<file path="src/ersg_pkg.sv">
// ersg_pkg: shared types and constants for the echo range servo gauge
// no dependencies; imported by ersg_servo and echo_range_servo_gauge
`timescale 1ns / 1ps

package ersg_pkg;

   localparam int unsigned TIME_W     = 16;
   localparam int unsigned PULSE_W    = 12;
   localparam int unsigned STEP_W     = 10;
   localparam int unsigned CM_W       = 11;
   localparam int unsigned NEAR_W     = 8;
   localparam int unsigned BAR_W      = 8;
   localparam int unsigned PROD_W     = NEAR_W + PULSE_W;
   localparam int unsigned CSR_IDX_W  = 2;
   localparam int unsigned CSR_DATA_W = 12;
   localparam int unsigned REQ_DATA_W = 24;
   localparam int unsigned RSP_DATA_W = 48;

   // register indexes on the csr port
   localparam logic [CSR_IDX_W-1:0] CSR_SLEW_STEP = 2'd0;
   localparam logic [CSR_IDX_W-1:0] CSR_PULSE_MIN = 2'd1;
   localparam logic [CSR_IDX_W-1:0] CSR_PULSE_MAX = 2'd2;

   localparam logic [STEP_W-1:0]  SLEW_STEP_RESET = 10'd20;
   localparam logic [PULSE_W-1:0] PULSE_MIN_RESET = 12'd1000;
   localparam logic [PULSE_W-1:0] PULSE_MAX_RESET = 12'd2000;
   localparam logic [PULSE_W-1:0] MID_PULSE       = 12'd1500;

   localparam logic [NEAR_W-1:0] FULL_CM    = 8'd200;
   localparam int unsigned       US_PER_CM  = 58;

   // w / 58 == (w * 72316) >> 22 for any 16-bit w
   localparam logic [16:0] CM_RECIP  = 17'd72316;
   localparam int unsigned CM_SHIFT  = 22;
   // x / 25 == (x * 41) >> 10 for x up to 200 (8 leds over 200 cm)
   localparam logic [5:0]  BAR_RECIP = 6'd41;
   localparam int unsigned BAR_SHIFT = 10;
   // p / 200 == (p * 671089) >> 27 for p up to 200 * 4095
   localparam logic [19:0] TGT_RECIP = 20'd671089;
   localparam int unsigned TGT_SHIFT = 27;

   typedef enum logic {
      REQ_ECHO  = 1'b0,
      REQ_FRAME = 1'b1
   } req_kind_type;

   // what an item does once it is in the pipeline
   typedef enum logic [2:0] {
      OP_RISE  = 3'b001,
      OP_FALL  = 3'b010,
      OP_FRAME = 3'b100
   } op_type;

   typedef struct packed {
      logic                 load;
      op_type               op;
      logic [PULSE_W-1:0]   target;
   } servo_ctl_type;

endpackage

</file>
<file path="src/echo_range_servo_gauge.sv">
// echo_range_servo_gauge: top level, echo width to distance, bar and servo target
// depends on ersg_pkg and ersg_servo
`timescale 1ns / 1ps

// usage
// - req channel: one item per echo edge (tuser 0) or servo frame tick (tuser 1);
//   a rising edge stores its capture time, a falling edge measures the pulse width,
//   the distance (width / 58 cm), the led bar and a new servo target
// - rsp channel: exactly one item per request item, in order, carrying the servo
//   pulse, last echo width, last distance, bar leds and a new-echo flag in tuser
// - csr port: slew_step, pulse_min, pulse_max; write only while no item is in flight
// - pipeline: an accepted req item passes the input register, two math stages and
//   the result register before rsp valid; throughput one item per cycle while
//   rsp_tready is high, set by the pipeline that spreads its multiplies over the stages
// - reset: pipeline empty, servo pulse and target at 1500 us, width, distance
//   and bar cleared, registers at 20, 1000 and 2000
// - stall: when rsp_tready is low the result holds and the stages behind it
//   keep filling; req_tready drops only once all four stages hold items
module echo_range_servo_gauge (
   input  logic                              clock,
   input  logic                              reset,
   // req_tdata: capture_time[15:0], echo_level[16], zero fill up to bit 23
   input  logic [ersg_pkg::REQ_DATA_W-1:0]   req_tdata,
   // req_tuser: req_type[0]
   input  logic [0:0]                        req_tuser,
   input  logic                              req_tvalid,
   output logic                              req_tready,
   // rsp_tdata: servo_pulse[11:0], echo_width[27:12], distance_cm[38:28],
   //            bar_leds[46:39], zero fill bit 47
   output logic [ersg_pkg::RSP_DATA_W-1:0]   rsp_tdata,
   // rsp_tuser: new_echo[0]
   output logic [0:0]                        rsp_tuser,
   output logic                              rsp_tvalid,
   input  logic                              rsp_tready,
   input  logic                              csr_we,
   input  logic [ersg_pkg::CSR_IDX_W-1:0]    csr_index,
   input  logic [ersg_pkg::CSR_DATA_W-1:0]   csr_wdata
);
   import ersg_pkg::*;

   // configuration registers
   logic [STEP_W-1:0]  slew_step_ff, slew_step_in;
   logic [PULSE_W-1:0] pulse_min_ff, pulse_min_in;
   logic [PULSE_W-1:0] pulse_max_ff, pulse_max_in;

   // stage valids and moves
   logic s0_v_ff, s0_v_in, s1_v_ff, s1_v_in, s2_v_ff, s2_v_in;
   logic rsp_v_ff, rsp_v_in;
   logic req_fire, s1_load, s2_load, out_load;

   // stage 0: the accepted item
   op_type            s0_op_ff, s0_op_in;
   logic [TIME_W-1:0] s0_time_ff;

   // stage 1: width and distance
   op_type            s1_op_ff;
   logic [TIME_W-1:0] s1_width_ff;
   logic [CM_W-1:0]   s1_cm_ff;

   // stage 2: bar and scaled span product
   op_type            s2_op_ff;
   logic [TIME_W-1:0] s2_width_ff;
   logic [CM_W-1:0]   s2_cm_ff;
   logic [BAR_W-1:0]  s2_bar_ff;
   logic [PROD_W-1:0] s2_prod_ff;

   // architectural state, also the result payload
   logic [TIME_W-1:0] rise_stamp_ff, rise_stamp_in;
   logic [TIME_W-1:0] last_width_ff, last_width_in;
   logic [CM_W-1:0]   last_distance_ff, last_distance_in;
   logic [BAR_W-1:0]  last_bar_ff, last_bar_in;
   logic              new_echo_ff, new_echo_in;
   logic [PULSE_W-1:0] pulse_now;

   // math
   logic [TIME_W-1:0]         width;
   logic [TIME_W+16:0]        cm_prod;
   logic [CM_W-1:0]           cm;
   logic [NEAR_W-1:0]         near_cm;
   logic [NEAR_W-1:0]         far_cm;
   logic [PULSE_W-1:0]        span;
   logic [PROD_W-1:0]         prod;
   logic [NEAR_W+5:0]         lit_prod;
   logic [3:0]                lit;
   logic [BAR_W-1:0]          bar;
   logic [PROD_W+19:0]        tgt_prod;
   logic [PULSE_W-1:0]        tgt_drop;
   servo_ctl_type             servo_ctl;

   // ---------------- handshake ----------------
   assign out_load   = s2_v_ff && (!rsp_v_ff || rsp_tready);
   assign s2_load    = s1_v_ff && (!s2_v_ff || out_load);
   assign s1_load    = s0_v_ff && (!s1_v_ff || s2_load);
   assign req_tready = !s0_v_ff || s1_load;
   assign req_fire   = req_tvalid && req_tready;

   always_comb begin
      s0_v_in  = req_fire ? 1'b1 : (s1_load  ? 1'b0 : s0_v_ff);
      s1_v_in  = s1_load  ? 1'b1 : (s2_load  ? 1'b0 : s1_v_ff);
      s2_v_in  = s2_load  ? 1'b1 : (out_load ? 1'b0 : s2_v_ff);
      rsp_v_in = out_load ? 1'b1 : (rsp_tready ? 1'b0 : rsp_v_ff);
   end

   // decode the item kind once at the input
   always_comb begin
      priority if (req_tuser[0] == REQ_FRAME) begin
         s0_op_in = OP_FRAME;
      end else if (req_tdata[TIME_W]) begin
         s0_op_in = OP_RISE;
      end else begin
         s0_op_in = OP_FALL;
      end
   end

   // ---------------- configuration ----------------
   always_comb begin
      slew_step_in = slew_step_ff;
      pulse_min_in = pulse_min_ff;
      pulse_max_in = pulse_max_ff;
      if (csr_we) begin
         unique case (csr_index)
            CSR_SLEW_STEP: slew_step_in = csr_wdata[STEP_W-1:0];
            CSR_PULSE_MIN: pulse_min_in = csr_wdata[PULSE_W-1:0];
            CSR_PULSE_MAX: pulse_max_in = csr_wdata[PULSE_W-1:0];
            default:       ; // unmapped index, write dropped
         endcase
      end
   end

   // ---------------- stage 0 -> 1: width and cm ----------------
   // rise stamp lives here so a falling edge sees every earlier rising edge
   assign width   = s0_time_ff - rise_stamp_ff;
   assign cm_prod = {{17{1'b0}}, width} * {{TIME_W{1'b0}}, CM_RECIP};
   assign cm      = cm_prod[CM_SHIFT +: CM_W];

   assign rise_stamp_in = (s1_load && (s0_op_ff == OP_RISE)) ? s0_time_ff : rise_stamp_ff;

   // ---------------- stage 1 -> 2: clamp, bar, span product ----------------
   assign near_cm  = (s1_cm_ff > {3'b000, FULL_CM}) ? FULL_CM : s1_cm_ff[NEAR_W-1:0];
   assign far_cm   = FULL_CM - near_cm;
   assign span     = (pulse_max_ff >= pulse_min_ff) ? (pulse_max_ff - pulse_min_ff)
                                                    : {PULSE_W{1'b0}};
   assign prod     = {{PULSE_W{1'b0}}, near_cm} * {{NEAR_W{1'b0}}, span};
   assign lit_prod = {6'b000000, far_cm} * {{NEAR_W{1'b0}}, BAR_RECIP};
   assign lit      = lit_prod[BAR_SHIFT +: 4];

   // contiguous leds from bit zero
   always_comb begin
      for (int i = 0; i < BAR_W; i++) begin
         bar[i] = (4'(i) < lit);
      end
   end

   // ---------------- stage 2 -> result: target and state ----------------
   assign tgt_prod = {{20{1'b0}}, s2_prod_ff} * {{PROD_W{1'b0}}, TGT_RECIP};
   assign tgt_drop = tgt_prod[TGT_SHIFT +: PULSE_W];

   assign servo_ctl.load   = out_load;
   assign servo_ctl.op     = s2_op_ff;
   assign servo_ctl.target = pulse_max_ff - tgt_drop;

   always_comb begin
      last_width_in    = last_width_ff;
      last_distance_in = last_distance_ff;
      last_bar_in      = last_bar_ff;
      new_echo_in      = new_echo_ff;
      if (out_load) begin
         new_echo_in = (s2_op_ff == OP_FALL);
         if (s2_op_ff == OP_FALL) begin
            last_width_in    = s2_width_ff;
            last_distance_in = s2_cm_ff;
            last_bar_in      = s2_bar_ff;
         end
      end
   end

   ersg_servo u_servo (
      .clock     (clock),
      .reset     (reset),
      .ctl       (servo_ctl),
      .slew_step (slew_step_ff),
      .pulse_now (pulse_now)
   );

   // ---------------- registers ----------------
   always_ff @(posedge clock) begin
      if (reset) begin
         slew_step_ff     <= SLEW_STEP_RESET;
         pulse_min_ff     <= PULSE_MIN_RESET;
         pulse_max_ff     <= PULSE_MAX_RESET;
         s0_v_ff          <= 1'b0;
         s1_v_ff          <= 1'b0;
         s2_v_ff          <= 1'b0;
         rsp_v_ff         <= 1'b0;
         rise_stamp_ff    <= '0;
         last_width_ff    <= '0;
         last_distance_ff <= '0;
         last_bar_ff      <= '0;
         new_echo_ff      <= 1'b0;
      end else begin
         slew_step_ff     <= slew_step_in;
         pulse_min_ff     <= pulse_min_in;
         pulse_max_ff     <= pulse_max_in;
         s0_v_ff          <= s0_v_in;
         s1_v_ff          <= s1_v_in;
         s2_v_ff          <= s2_v_in;
         rsp_v_ff         <= rsp_v_in;
         rise_stamp_ff    <= rise_stamp_in;
         last_width_ff    <= last_width_in;
         last_distance_ff <= last_distance_in;
         last_bar_ff      <= last_bar_in;
         new_echo_ff      <= new_echo_in;
      end
   end

   // payload stages, no reset needed
   always_ff @(posedge clock) begin
      if (req_fire) begin
         s0_op_ff   <= s0_op_in;
         s0_time_ff <= req_tdata[TIME_W-1:0];
      end
      if (s1_load) begin
         s1_op_ff    <= s0_op_ff;
         s1_width_ff <= width;
         s1_cm_ff    <= cm;
      end
      if (s2_load) begin
         s2_op_ff    <= s1_op_ff;
         s2_width_ff <= s1_width_ff;
         s2_cm_ff    <= s1_cm_ff;
         s2_bar_ff   <= bar;
         s2_prod_ff  <= prod;
      end
   end

   // ---------------- outputs ----------------
   // state registers only change on a result load, so they serve as the result register
   assign rsp_tvalid   = rsp_v_ff;
   assign rsp_tuser[0] = new_echo_ff;
   assign rsp_tdata    = {1'b0, last_bar_ff, last_distance_ff, last_width_ff, pulse_now};

`ifndef SYNTH
   // bar is always a run of ones from bit zero
   a_bar_contiguous: assert property (@(posedge clock) disable iff (reset)
      (last_bar_ff & (last_bar_ff + 8'd1)) == 8'd0)
      else $error("bar leds not contiguous");

   // stored distance is the floor of width / 58
   a_distance_matches_width: assert property (@(posedge clock) disable iff (reset)
      ((17'(last_distance_ff) * 17'(US_PER_CM)) <= 17'(last_width_ff)) &&
      (17'(last_width_ff) < (17'(last_distance_ff) * 17'(US_PER_CM) + 17'(US_PER_CM))))
      else $error("distance does not match echo width");

   // echo edges never move the servo pulse
   a_edge_keeps_pulse: assert property (@(posedge clock) disable iff (reset)
      (out_load && (s2_op_ff != OP_FRAME)) |=> $stable(pulse_now))
      else $error("servo pulse moved on an echo edge");

   // result state only changes when a result is loaded
   a_state_holds: assert property (@(posedge clock) disable iff (reset)
      !out_load |=> $stable({last_width_ff, last_distance_ff, last_bar_ff, pulse_now}))
      else $error("result state changed without a result load");
`endif

endmodule

</file>
<file path="src/ersg_servo.sv">
// ersg_servo: servo target and slew-limited pulse registers
// depends on ersg_pkg
`timescale 1ns / 1ps

module ersg_servo (
   input  logic                          clock,
   input  logic                          reset,
   input  ersg_pkg::servo_ctl_type       ctl,
   input  logic [ersg_pkg::STEP_W-1:0]   slew_step,
   output logic [ersg_pkg::PULSE_W-1:0]  pulse_now
);
   import ersg_pkg::*;

   logic [PULSE_W-1:0] target_ff, target_in;
   logic [PULSE_W-1:0] pulse_ff, pulse_in;
   logic [PULSE_W-1:0] slewed;
   logic [PULSE_W:0]   now_up;
   logic [PULSE_W:0]   want_up;

   assign now_up  = {1'b0, pulse_ff} + {3'b000, slew_step};
   assign want_up = {1'b0, target_ff} + {3'b000, slew_step};

   // step toward the target, snap when within one step
   always_comb begin
      priority if ({1'b0, target_ff} > now_up) begin
         slewed = pulse_ff + {2'b00, slew_step};
      end else if (want_up < {1'b0, pulse_ff}) begin
         slewed = pulse_ff - {2'b00, slew_step};
      end else begin
         slewed = target_ff;
      end
   end

   always_comb begin
      target_in = target_ff;
      pulse_in  = pulse_ff;
      if (ctl.load && (ctl.op == OP_FALL)) begin
         target_in = ctl.target;
      end
      if (ctl.load && (ctl.op == OP_FRAME)) begin
         pulse_in = slewed;
      end
   end

   always_ff @(posedge clock) begin
      if (reset) begin
         target_ff <= MID_PULSE;
         pulse_ff  <= MID_PULSE;
      end else begin
         target_ff <= target_in;
         pulse_ff  <= pulse_in;
      end
   end

   assign pulse_now = pulse_ff;

endmodule
</file>
<file path="config.mk">
export PLATFORM = sky130hd
export DESIGN_NAME = echo_range_servo_gauge
export DESIGN_NICKNAME = d
export VERILOG_FILES = /design/src/ersg_pkg.sv /design/src/echo_range_servo_gauge.sv /design/src/ersg_servo.sv
export SDC_FILE = /design/constraint.sdc
export NUM_CORES = 1
export LEC_CHECK = 0
export CAP_MARGIN = 10
export CORE_ASPECT_RATIO = 2
export CORE_MARGIN = 2
export CORE_UTILIZATION = 53
export DETAILED_ROUTE_END_ITERATION = 6
export DONT_BUFFER_PORTS = 1
export GPL_TIMING_DRIVEN = 0
export PLACE_DENSITY = 0.65
export SYNTH_ARGS = -nofsm -noshare
export SYNTH_HDL_FRONTEND = slang
export SYNTH_SLANG_ARGS = --single-unit
</file>
<file path="constraint.sdc">
create_clock -name clock -period 20.3 [get_ports clock]
set_input_delay 3.045 -clock clock [delete_from_list [all_inputs] [get_ports clock]]
set_output_delay 3.045 -clock clock [all_outputs]
set_load 0.02 [all_outputs]
</file>
======== After elaboration in Yosys (flattened, before gate mapping) ========
Index checks and enable logic that the tools add are counted.
word-level totals
  memory bits (writable) .................. 0
  memories kept ........................... 0
  bits in read-only memories .............. 0
  latch bits .............................. 0
  input bits .............................. 44
  bits in registers ....................... 221
  output and inout port bits .............. 51
  word-level logic and storage cells ...... 90
cells by class
  muxes and demuxes ....................... 13
  shift-type cells ........................ 0
  bitwise operators ....................... 0
  eq/ne operators ......................... 5
  multipliers ............................. 4
  reduce and logical (&&, ||, !) cells .... 24
  $add $sub $neg .......................... 8
  $lt $le $gt $ge ......................... 12
  divide/modulo/power cells ............... 0
operators by type and width
  cell                                                            number
  multiplier 20 x 20 -> 39 bit, second input constant             1
  2-to-1 mux 12 bit                                               3
  multiplier 16 x 15 -> 31 bit, second input constant             1
  adder 12 x 10 -> 13 bit                                         2
  subtractor 12 bit                                               2
  multiplier 8 x 12 -> 20 bit                                     1
  less-than comparator 3 x 4 -> 1 bit, first input constant       4
  subtractor 16 bit                                               1
  multiplier 8 x 6 -> 14 bit, second input constant               1
  greater-than comparator 12 x 13 -> 1 bit                        1
  less-than comparator 13 x 12 -> 1 bit                           1
  adder 12 x 10 -> 12 bit                                         1
  greater-or-equal comparator 12 bit                              1
  subtractor 12 x 10 -> 12 bit                                    1
  greater-than comparator 11 x 8 -> 1 bit, second input constant  1
  less-than comparator 1 x 4 -> 1 bit, first input constant       2
  less-than comparator 2 x 4 -> 1 bit, first input constant       2
  2-to-1 mux 1 bit                                                8
  2-to-1 mux 8 bit                                                1
  AND reduction 2 bit                                             4
  nonzero test 2 bit                                              4
  subtractor 8 bit, first input constant                          1
  logical AND 1 bit                                               7
  logical NOT 1 bit                                               4
  8 further kinds                                                 11

======== Logic depth before layout (Yosys ltp) ========
  depth in word-level cells ............... 10
  mapped depth ............................ 33

======== Cells and area by module ========
From an unflattened synthesis, not the netlist that was laid out.
second synthesis, totals
  cell total of the unflattened synthesis .. 2,698
  area total of the unflattened synthesis .. 26,430.3 µm²
modules (own cells, without submodules)
  module                  area each (µm²)  instances  cells an instance  seq. area each (µm²)
  echo_range_servo_gauge  23,264.8         1          2,309              5,014.8
  ersg_servo              3,165.5          1          389                480.5

======== Worst setup path before layout ========
OpenSTA, ideal clock, no wires.
  path type ............................... reg-to-reg
  start point ............................. reg s0_time_ff[1]
  end point ............................... reg s1_cm_ff[10] (data pin)
  cell stages (with the launch flop) ...... 30
  period minus slack after synthesis ...... 8.089 ns
  slack ................................... 12.211 ns
  data required time ...................... 20.042 ns
  arrival time ............................ 7.831 ns
  library setup time ...................... 0.258 ns
  cell sequence ........................... edfxtp_1 ha_1 nor2b_1 o21ai_1 a21boi_0 o21ai_0 o21ai_1 a2111oi_0 o311ai_1 a21oi_1 xnor2_1 fa_1 inv_1 fa_1 inv_1 fa_1 inv_1 fa_1 inv_1 fa_1 fa_1 ha_1 a211oi_1 nand2_1 o31a_1 a221o_1 o41a_1 a211o_1 a21oi_2 xnor2_1
on the way
  word-level cells in the longest chain between the ends .. 2
RTL lines
  element                       line                           RTL
  from (decl)                   echo_range_servo_gauge.sv:53   logic [TIME_W-1:0] s0_time_ff;
  from (signal assigned)        echo_range_servo_gauge.sv:220  s0_time_ff <= req_tdata[TIME_W-1:0];
  subtractor 16 bit             echo_range_servo_gauge.sv:132  assign width = s0_time_ff - rise_stamp_ff;
  named net width[15]           echo_range_servo_gauge.sv:76   logic [TIME_W-1:0] width;
  multiplier 16 x 15 -> 31 bit  echo_range_servo_gauge.sv:133  assign cm_prod = {{17{1'b0}}, width} * {{TIME_W{1'b0}}, CM_RECIP};
  named net cm_prod[32]         echo_range_servo_gauge.sv:77   logic [TIME_W+16:0] cm_prod;
  to (signal assigned)          echo_range_servo_gauge.sv:225  s1_cm_ff <= cm;
  to (decl)                     echo_range_servo_gauge.sv:58   logic [CM_W-1:0] s1_cm_ff;
The timed path passes the listed nets, and every way through them passes these cells.
A chain may end at the register's enable or synchronous reset.

======== Worst setup path after layout ========
  start point ............................. reg s0_time_ff[0]
  end point ............................... reg s1_cm_ff[10] (data pin)
The elaborated chain is that of the path after synthesis.

==> results_dict.tcl <==
set metrics [dict create \
    status "complete, no violations" \
    cp-endpoint "s1_cm_ff[10]" \
    grt_setup_unrepaired "false" \
    crit_type "flip-flop to flip-flop" \
    dp.cells 3343 \
    skew_ps 32.2 \
    insertion_delay_ps 550 \
    gr-total-overflow 0 \
    syn_nets 3529 \
    maxCapViolations 0 \
    hp-class "flip-flop to flip-flop" \
    worst_path_most_repeated_cell "fa_1" \
    crit_arrival_ps 9380 \
    stdcell_count 3386 \
    gp_congestion 0.923 \
    hp-start "s1_width_ff[9]" \
    r2r-start "s0_time_ff[0]" \
    synthFlopType "dfxtp_1" \
    setup.worst_path.end_class "flip-flop" \
    hold_buffers 0 \
    holdPathStages 0 \
    antenna_found_initial 2 \
    rr_worst_depth 31 \
    numCtsBuffers 23 \
    fmax_ghz 0.110 \
    die_x_um 161 \
    syn_inst 2695 \
    detailed_place_hpwl_mm 50.1 \
    cp.required_ps 20590 \
    htree_levels 1 \
    clock-sinks 221 \
    cpMaxStageDelayCell "xor2_1" \
    ys_ff_latch 221 \
    drive_above_1_share_pct 2.48 \
    dr.first_iter.drc_count 901 \
    reg2reg_slack_ps 11210 \
    die_y_um 318 \
    drcViolationCount 0 \
    worstPathMaxFanout 7 \
    cts_buffer_depth 3 \
    wl_per_cell_um 17.6 \
    cts_setup_buffers 0 \
    firstDrtPassIters 5 \
    start_util_pct 53.4 \
    slowest_delay_ps 680 \
    core-area_um2 48900 \
    setup_ws_ps 11210 \
    startpoint "s0_time_ff[0]" \
    synth-async-reset-ratio_pct 0 \
    first_global_vias 19259 \
    grt_max_degree 28 \
    synth_cell_types 69 \
    syn2layout_area_growth_pct 6.23 \
    nFillCells 4444 \
    final_hold_viol_count 0 \
    worst_setup_path_start_kind "flip-flop" \
    rr_endpoint "s1_cm_ff[10]" \
    rows 115 \
    max_slew_margin_pct 22.7 \
    grt_pass1_wl_mm 99.4 \
    root_buffer "clkbuf_16" \
    clkTransAtPathRegs_ps 70 \
    cts_resized 0 \
    preCtsSetupSlack_ps 11170 \
    multi_input_area_um2 18300 \
    ys_seq_area_share_pct 21.0 \
    io_pins 95 \
    setup_tns_ps 0 \
    drt_wl_total_mm 59.4 \
    seqCellArea_um2 5500 \
    finalSetupViolCount 0 \
    fin_crit_sh_pct 44.8 \
    cts_tree "built" \
    fin_crit_ps 9090 \
    viasPerCell 5.40 \
    portBuffers 0 \
    synth_edf_count 107 \
    drv_slew 0 \
    ant_nets 0 \
    synth.avg_cell_area_um2 9.69 \
    netlist_area_um2 26100 \
    die_area_um2 51200 \
    final_nets 3559 \
    ys_warn_count 0 \
    worstMarginPinSlew_ps 1130 \
    vias 18279 \
    track_usage_pct 24.3 \
]
[critical path, delay by kind of cell (launching register included)]
family                   cells  cell delay (ps)
AO/OA/AOI/OAI               13             3110
XOR/XNOR                     2              770
adder cells (fa/ha/maj)      9             3890
buffers and inverters        6              510
flip-flops                   1              360
AND/OR/NAND/NOR              1              180
[final cells by class]
type,instances,area share [%]
multi-input combinational,1848,66.0
antenna,1,0.00902
clock inverter,14,0.361
clock buffer,28,2.18
sequential,221,19.8
tap,643,2.90
buffer,49,0.686
timing repair buffer,5,0.262
inverter,577,7.81
[logic make-up after synthesis]
| group | Yosys count | synth area share (%) |
|---|---|---|
| flops | 221 | 21.0 |
| other cells | 1 | 0.0144 |
| compound gates | 385 | 9.42 |
| mux | 27 | 1.05 |
| simple gates | 551 | 9.91 |
| xor+xnor | 94 | 3.15 |
| buf+inv | 626 | 9.02 |
| fa+ha+maj | 790 | 46.4 |
[synthesized netlist by cell type, types with 19 or more instances]
cell      count  share of area, %
a211o_1      20              0.67
xnor2_1      62               2.1
and3_1       29              0.69
nor3_1       44              0.84
edfxtp_1    107                12
nand2_1     193               2.8
o21ai_0      39              0.75
fa_1        297                23
nor2_1      131               1.9
xor2_1       32               1.1
o21a_1       19              0.55
nand3_1      33              0.63
mux2i_1      24              0.92
a21oi_1     159               3.0
nor2b_1      20              0.48
ha_1        493                24
a21o_1       23              0.66
inv_1       575               8.3
clkbuf_1     43              0.62
dfxtp_1     114               8.7
[through the flow]
step | hold slack (ps) | util [%] | area (um2)
after floorplan | 400 | - | 26100
after global placement | 401 | 55.0 | 26900
after detailed placement | 405 | 55.3 | 27000
after CTS | 421 | 56.7 | 27700
after global routing | 427 | 56.7 | 27700
final | 420 | 56.7 | 27700
[routing by layer]
| metal | global-route usage, % | routed length [um] | vias to the layer above |
|---|---|---|---|
| met5 | 0 | 9 | - |
| met4 | 5.36 | 1260 | 2 |
| met3 | 3.23 | 2840 | 70 |
| met2 | 42.3 | 29400 | 363 |
| met1 | 32.3 | 25900 | 8905 |
| li1 | - | - | 8939 |
[worst min-delay path by stage]
stage | slack, ps | endpoint
floorplan | 400 | s2_op_ff[0]
global placement | 400 | s2_width_ff[8]
detailed placement | 400 | s2_op_ff[2]
CTS | 420 | s2_width_ff[4]
global route | 430 | s2_width_ff[10]
finish | 420 | s2_width_ff[9]
[registers in the layout (all words and copies together) (netlist names), 3 cells and up]
name,count
s2_op_ff,3
pulse_max_ff,12
last_width_ff,16
s1_cm_ff,11
slew_step_ff,10
s1_op_ff,3
s2_cm_ff,11
pulse_min_ff,12
s2_width_ff,16
s2_bar_ff,8
s1_width_ff,16
u_servo.target_ff,12
rise_stamp_ff,16
s0_op_ff,3
s2_prod_ff,20
last_bar_ff,8
s0_time_ff,16
last_distance_ff,11
u_servo.pulse_now,12
[placed cells by master (no fill, tap or decap), types with 29 or more instances in the layout]
cell type	count
xor2_1	32
inv_1	575
dfxtp_1	114
o21ai_0	39
ha_1	493
xnor2_1	62
edfxtp_1	107
nor2_1	131
clkbuf_1	47
nand2_1	193
fa_1	297
nor3_1	44
nand3_1	33
a21oi_1	159
and3_1	29
Power is not shown: default switching activity piles up to over one toggle a cycle in this logic, so the estimate is an artifact.
